===== src/sv/vpr_pkg.sv =====
// vpr_pkg: shared types, widths and constants of the visibility phase rotator.
// No dependencies; all other files use it, the design files by scoped names.

package vpr_pkg;

  localparam int AMP_WIDTH     = 24;
  localparam int COORD_WIDTH   = 32;
  localparam int CORDIC_STAGES = 24;
  localparam int GUARD         = 8;

  localparam int OFFSET_WIDTH = 32;
  localparam int PHASE_WIDTH  = 32;
  localparam int COORD_FRAC   = COORD_WIDTH - 16;
  localparam int PHASE_FB     = COORD_FRAC + 30;
  localparam int PROD_WIDTH   = COORD_WIDTH + OFFSET_WIDTH;

  // rotator datapath: amplitude, guard bits and headroom for growth
  localparam int XW        = AMP_WIDTH + GUARD + 3;
  localparam int PRE_WIDTH = AMP_WIDTH + 1;

  localparam int KINV_WIDTH = 31;
  localparam logic signed [KINV_WIDTH-1:0] KINV_Q30 = 31'sd652032874;
  localparam int GAIN_SHIFT      = 30 - GUARD;
  localparam int GAIN_PROD_WIDTH = PRE_WIDTH + KINV_WIDTH;

  localparam logic signed [XW-1:0] RND_HALF = XW'(2 ** (GUARD - 1));
  localparam logic signed [XW-1:0] SAT_HI   = XW'(2 ** (AMP_WIDTH - 1) - 1);
  localparam logic signed [XW-1:0] SAT_LO   = ~SAT_HI;

  localparam int STAGE_IDX_W = 5;
  localparam int ATAN_DEPTH  = 32;

  // arctangent of 2^-i in units of 2^-32 turn
  localparam logic [PHASE_WIDTH-1:0] ATAN_TURNS [ATAN_DEPTH] = '{
    32'h20000000, 32'h12E4051E, 32'h09FB385B, 32'h051111D4,
    32'h028B0D43, 32'h0145D7E1, 32'h00A2F61E, 32'h00517C55,
    32'h0028BE53, 32'h00145F2F, 32'h000A2F98, 32'h000517CC,
    32'h00028BE6, 32'h000145F3, 32'h0000A2FA, 32'h0000517D,
    32'h000028BE, 32'h0000145F, 32'h00000A30, 32'h00000518,
    32'h0000028C, 32'h00000146, 32'h000000A3, 32'h00000051,
    32'h00000029, 32'h00000014, 32'h0000000A, 32'h00000005,
    32'h00000003, 32'h00000001, 32'h00000001, 32'h00000000
  };

  localparam int CFG_IDX_W = 2;
  localparam logic [CFG_IDX_W-1:0] CFG_OFFSET_L = 2'd0;
  localparam logic [CFG_IDX_W-1:0] CFG_OFFSET_M = 2'd1;
  localparam logic [CFG_IDX_W-1:0] CFG_OFFSET_N = 2'd2;

  localparam logic [1:0] QUAD_ZERO  = 2'd0;
  localparam logic [1:0] QUAD_ONE   = 2'd1;
  localparam logic [1:0] QUAD_TWO   = 2'd2;
  localparam logic [1:0] QUAD_THREE = 2'd3;

  typedef struct packed {
    logic signed [COORD_WIDTH-1:0] coord_u;
    logic signed [COORD_WIDTH-1:0] coord_v;
    logic signed [COORD_WIDTH-1:0] coord_w;
    logic signed [AMP_WIDTH-1:0]   amp_re;
    logic signed [AMP_WIDTH-1:0]   amp_im;
    logic                          last_in;
  } vpr_in_t;

  typedef struct packed {
    logic signed [AMP_WIDTH-1:0] rot_re;
    logic signed [AMP_WIDTH-1:0] rot_im;
    logic                        last_out;
  } vpr_out_t;

  typedef struct packed {
    logic                          vld;
    logic signed [XW-1:0]          x;
    logic signed [XW-1:0]          y;
    logic signed [PHASE_WIDTH-1:0] z;
    logic                          last;
  } cordic_t;

endpackage


===== src/sv/vpr_cordic_cell.sv =====
// vpr_cordic_cell: one CORDIC rotation step with its own pipeline register.
// Uses vpr_pkg for the stage type and the arctangent table.

module vpr_cordic_cell (
  input  logic                              clk,
  input  logic                              rst_n,
  input  logic                              en,
  input  logic [vpr_pkg::STAGE_IDX_W-1:0]   stage_idx,
  input  vpr_pkg::cordic_t                  cell_in,
  output vpr_pkg::cordic_t                  cell_out
);

  logic                                   vld_r;
  logic signed [vpr_pkg::XW-1:0]          x_r, y_r;
  logic signed [vpr_pkg::PHASE_WIDTH-1:0] z_r;
  logic                                   last_r;

  logic signed [vpr_pkg::XW-1:0]          xs, ys, x_nxt, y_nxt;
  logic signed [vpr_pkg::PHASE_WIDTH-1:0] z_nxt;
  logic [vpr_pkg::PHASE_WIDTH-1:0]        atan;

  // stage_idx is tied to a constant, so the shifts collapse to wiring
  always_comb begin
    xs   = $signed(cell_in.x) >>> stage_idx;
    ys   = $signed(cell_in.y) >>> stage_idx;
    atan = vpr_pkg::ATAN_TURNS[stage_idx];
    if (!cell_in.z[vpr_pkg::PHASE_WIDTH-1]) begin
      x_nxt = $signed(cell_in.x) - ys;
      y_nxt = $signed(cell_in.y) + xs;
      z_nxt = $signed(cell_in.z) - $signed(atan);
    end else begin
      x_nxt = $signed(cell_in.x) + ys;
      y_nxt = $signed(cell_in.y) - xs;
      z_nxt = $signed(cell_in.z) + $signed(atan);
    end
  end

  always_ff @(posedge clk) begin
    if (!rst_n) begin
      vld_r <= 1'b0;
    end else if (en) begin
      vld_r <= cell_in.vld;
    end
  end

  always_ff @(posedge clk) begin
    if (en) begin
      x_r    <= x_nxt;
      y_r    <= y_nxt;
      z_r    <= z_nxt;
      last_r <= cell_in.last;
    end
  end

  assign cell_out = '{vld: vld_r, x: x_r, y: y_r, z: z_r, last: last_r};

endmodule


===== config.mk =====
export PLATFORM = sky130hd
export DESIGN_NAME = vpr_cordic_cell
export DESIGN_NICKNAME = d
export VERILOG_FILES = /design/src/sv/vpr_pkg.sv /design/src/sv/vpr_cordic_cell.sv
export SDC_FILE = /design/constraint.sdc
export NUM_CORES = 1
export LEC_CHECK = 0
export ABC_AREA = 1
export BUFFER_PORTS_ARGS = -buffer_cell sky130_fd_sc_hd__buf_2
export CORE_ASPECT_RATIO = 1.75
export CORE_MARGIN = 5
export CORE_UTILIZATION = 62
export CTS_CLUSTER_SIZE = 16
export DETAILED_ROUTE_END_ITERATION = 10
export PLACE_DENSITY = 0.86
export SYNTH_ARGS = -nofsm -noshare
export SYNTH_HDL_FRONTEND = slang
export SYNTH_SLANG_ARGS = --single-unit
export TNS_END_PERCENT = 50

===== constraint.sdc =====
create_clock -name clk -period 8.14 [get_ports clk]
set_input_delay 0.407 -clock clk [delete_from_list [all_inputs] [get_ports clk]]
set_output_delay 0.407 -clock clk [all_outputs]
set_load 0.02 [all_outputs]

==> run summary <==
Yosys cell types: 57
sw power: 1550 uW
Sw Share: 49.0%
total global routing overflow: 0
Seq/Total Area, Yosys: 19.9%
Detailed Routing Iterations Pass 1: 7
fraction of layout cells with a size suffix above 1: 10.9%
I/O Pins: 216
Leakage: 0.00858 uW
Synth top area share: 19.7%
Cell Rows: 77
Root Driver: clkbuf_16
Post-synth EDFFs: 103
CP endpoint kind: flip-flop
starting density of the core: 62.3%
Hold Path Class: in -> reg
Hold WS: 0.202 ns
Fin. Hold Viols: 0
Arr. time, crit path: 6.72 ns
most common cell in the netlist: nand2_1
Worst Max-Slew Pin Slew: 1.07 ns
Worst setup SP type: primary input
PwrDens: 185 mW/mm^2
FMAX: 0.152 GHz
Syn Nets: 2750
setup tns final: 0 ns
final period utilization: 80.8%
ys async rst share: 0%
WL final: 60500 um
Synth area leaders: edfxtp_1 (20%), nand2_1 (19%), nand3_1 (13%)
Clk Latency, worst-skew pair: 0.38 ns
count of final max-slew check failures: 0
Power Total: 3160 uW
Post-DRT Antenna Nets: 0
Post-Synthesis Cells: 2524
routed via count: 18700
RSZ-0062 raised after global routing: no
GPL Wtd Cong: 1.14
sequential share of power: 26.4%
first-pass GRT wire length: 91900 um
Avg Inst Size Synth: 6.21 um^2
crit path kind: in -> reg
Core Region: 0.0251 mm^2
I/O Buffers: 215
Layout area overhead: 8.63%
CP Data Required Time: 8.28 ns
Pint: 1610 uW
WL per Instance: 20.2 um
post-DP HPWL: 48600 um
crit-path max FO: 55
vias in the first global route: 17900
total global routing track utilization: 41.2%
synthesis warning total: 0
largest net degree at the start of global routing: 72
CTS hold repair buffers: 0
total CTS buffers: 9
most common flop cell mapped by yosys: edfxtp_1
Vias/cell: 6.25
Final Setup Violations: 0
DRC: 0
Post-CTS Setup Inserts: 0
Antenna Cells: 0
worst vdd ir: 0.167 mV
Post-synth top cells: nand2_1 (791), nand3_1 (406), inv_1 (224), nor2_1 (193), a21oi_1 (142)
maxcap violations: 0
CTS tree: yes
Die Width: 130 um
status: finished clean
final worst clock skew: 0 ns
Post-CTS Resized: 0
Initial DRC Count: 1819
number of synthesized register bits: 104
initial antenna violation count: 0
DIE AREA: 0.0287 mm^2
Clk pwr share: 14.3%
minimum clock period: 6.58 ns
Max-slew headroom: 28.8%
Max Root-Sink Buffers: 2
Num Clock Sinks: 104
Die H: 220 um
# nets final: 2901
htree depth: 3
mapped cell area: 0.0157 mm^2
leading area contributor after synthesis: edfxtp_1
clock-pin slew on the worst setup and hold paths: 0.09 ns
Comb power frac: 59.2%
-- layout by cell type (no fill, tap or decap), types with 6 or more instances in the layout --
cell type | netlist | layout
inv_2 | 6 | 6
a21oi_1 | 142 | 142
nor2_1 | 193 | 193
o21bai_1 | 6 | 6
o21ai_1 | 7 | 7
xor2_1 | 115 | 115
clkbuf_16 | 0 | 9
o211ai_1 | 11 | 11
nand2_2 | 7 | 7
xnor2_1 | 54 | 54
buf_2 | 32 | 214
nand3b_1 | 8 | 8
edfxtp_1 | 103 | 103
a21o_1 | 11 | 11
nor2_2 | 14 | 14
nor3_1 | 18 | 18
o21ai_0 | 97 | 97
a31oi_1 | 18 | 18
inv_1 | 224 | 224
nand4_1 | 24 | 24
buf_4 | 9 | 15
a21boi_0 | 6 | 6
nand3_1 | 406 | 406
ha_1 | 111 | 111
nand2_1 | 791 | 791
-- worst max-delay path, stage by stage --
cell	delay (ns)
buf_2	0.67
clkinv_2	0.93
nor2_2	0.67
nand3_1	0.12
nand3_1	0.11
nand2_1	0.05
nand2_1	0.07
inv_1	0.04
nand2_1	0.15
inv_1	0.07
ha_1	0.20
nor2_1	0.14
xor2_1	0.43
ha_1	0.40
nand2_1	0.15
nand3_1	0.14
a21oi_1	0.24
inv_1	0.09
nand2_1	0.07
nand2_1	0.10
a21oi_1	0.55
o21ai_0	0.32
nand2_1	0.12
nand2_1	0.11
a21oi_1	0.19
xnor2_1	0.13
-- logic make-up (layout without fill, tap and decap cells) --
| kind of cell | after synthesis | in the layout | share of synthesized area [%] |
|---|---|---|---|
| and+or+nand+nor | 1475 | 1475 | 40.0 |
| xor gates and xnor gates | 169 | 169 | 9.45 |
| DFF | 104 | 104 | 19.9 |
| adders and majority gates | 114 | 114 | 9.25 |
| AOI/OAI and AO/OA | 339 | 339 | 12.6 |
| buffers and inverters | 323 | 479 | 8.85 |
-- flip-flops by register name (all words and copies together) (netlist names) --
| name | count |
|---|---|
| y_r | 35 |
| z_r | 32 |
| vld_r | 1 |
| x_r | 35 |
| last_r | 1 |
-- power groups by stage --
stage               clock network (uW)  registers (uW)  logic (uW)
floorplan                            0            1040        1080
global placement                     0             841        1780
detailed placement                   0             846        1810
CTS                                451             836        1820
global route                       471             848        2020
finish                             452             835        1870
-- worst paths after layout --
check | start | endpoint | slack, ns | depth (start not counted)
hold / removal | cell_in[0] | last_r | 0.20 | 1
hold reg to reg | vld_r | vld_r | 0.61 | 2
setup / recovery | stage_idx[1] | x_r[25] | 1.56 | 26
setup reg to reg | vld_r | vld_r | 7.40 | 2
-- per-layer routing --
| metal | up-vias | GRT usage, % | share of wire [%] |
|---|---|---|---|
| met4 | 0 | 33.0 | 9.5 |
| li1 | 8756 | - | - |
| met1 | 8358 | 42.6 | 32 |
| met2 | 1249 | 72.3 | 50 |
| met3 | 375 | 6.50 | 8.7 |
| met5 | - | 0 | 0 |
-- stage by stage --
step,cells,utilization [%],worst slack [ns],area (um^2)
detailed placement,2980,66.6,1.44,16700
global placement,2980,66.6,1.48,16700
floorplan,2524,-,3.65,15700
finish,2996,67.7,1.56,17000
CTS,2996,67.7,1.84,17000
global route,2996,67.7,1.17,17000
-- layout make-up --
cell class                      count  area, um^2
Multi-Input combinational cell   2097       11200
Fill cell                        2379        8120
Clock buffer                       10         229
Timing Repair Buffer              229        1180
Tap cell                          316         395
Clock inverter                      6        50.0
Inverter                          234         882
Sequential cell                   104        3110
Power figures use the tool's default switching activity.
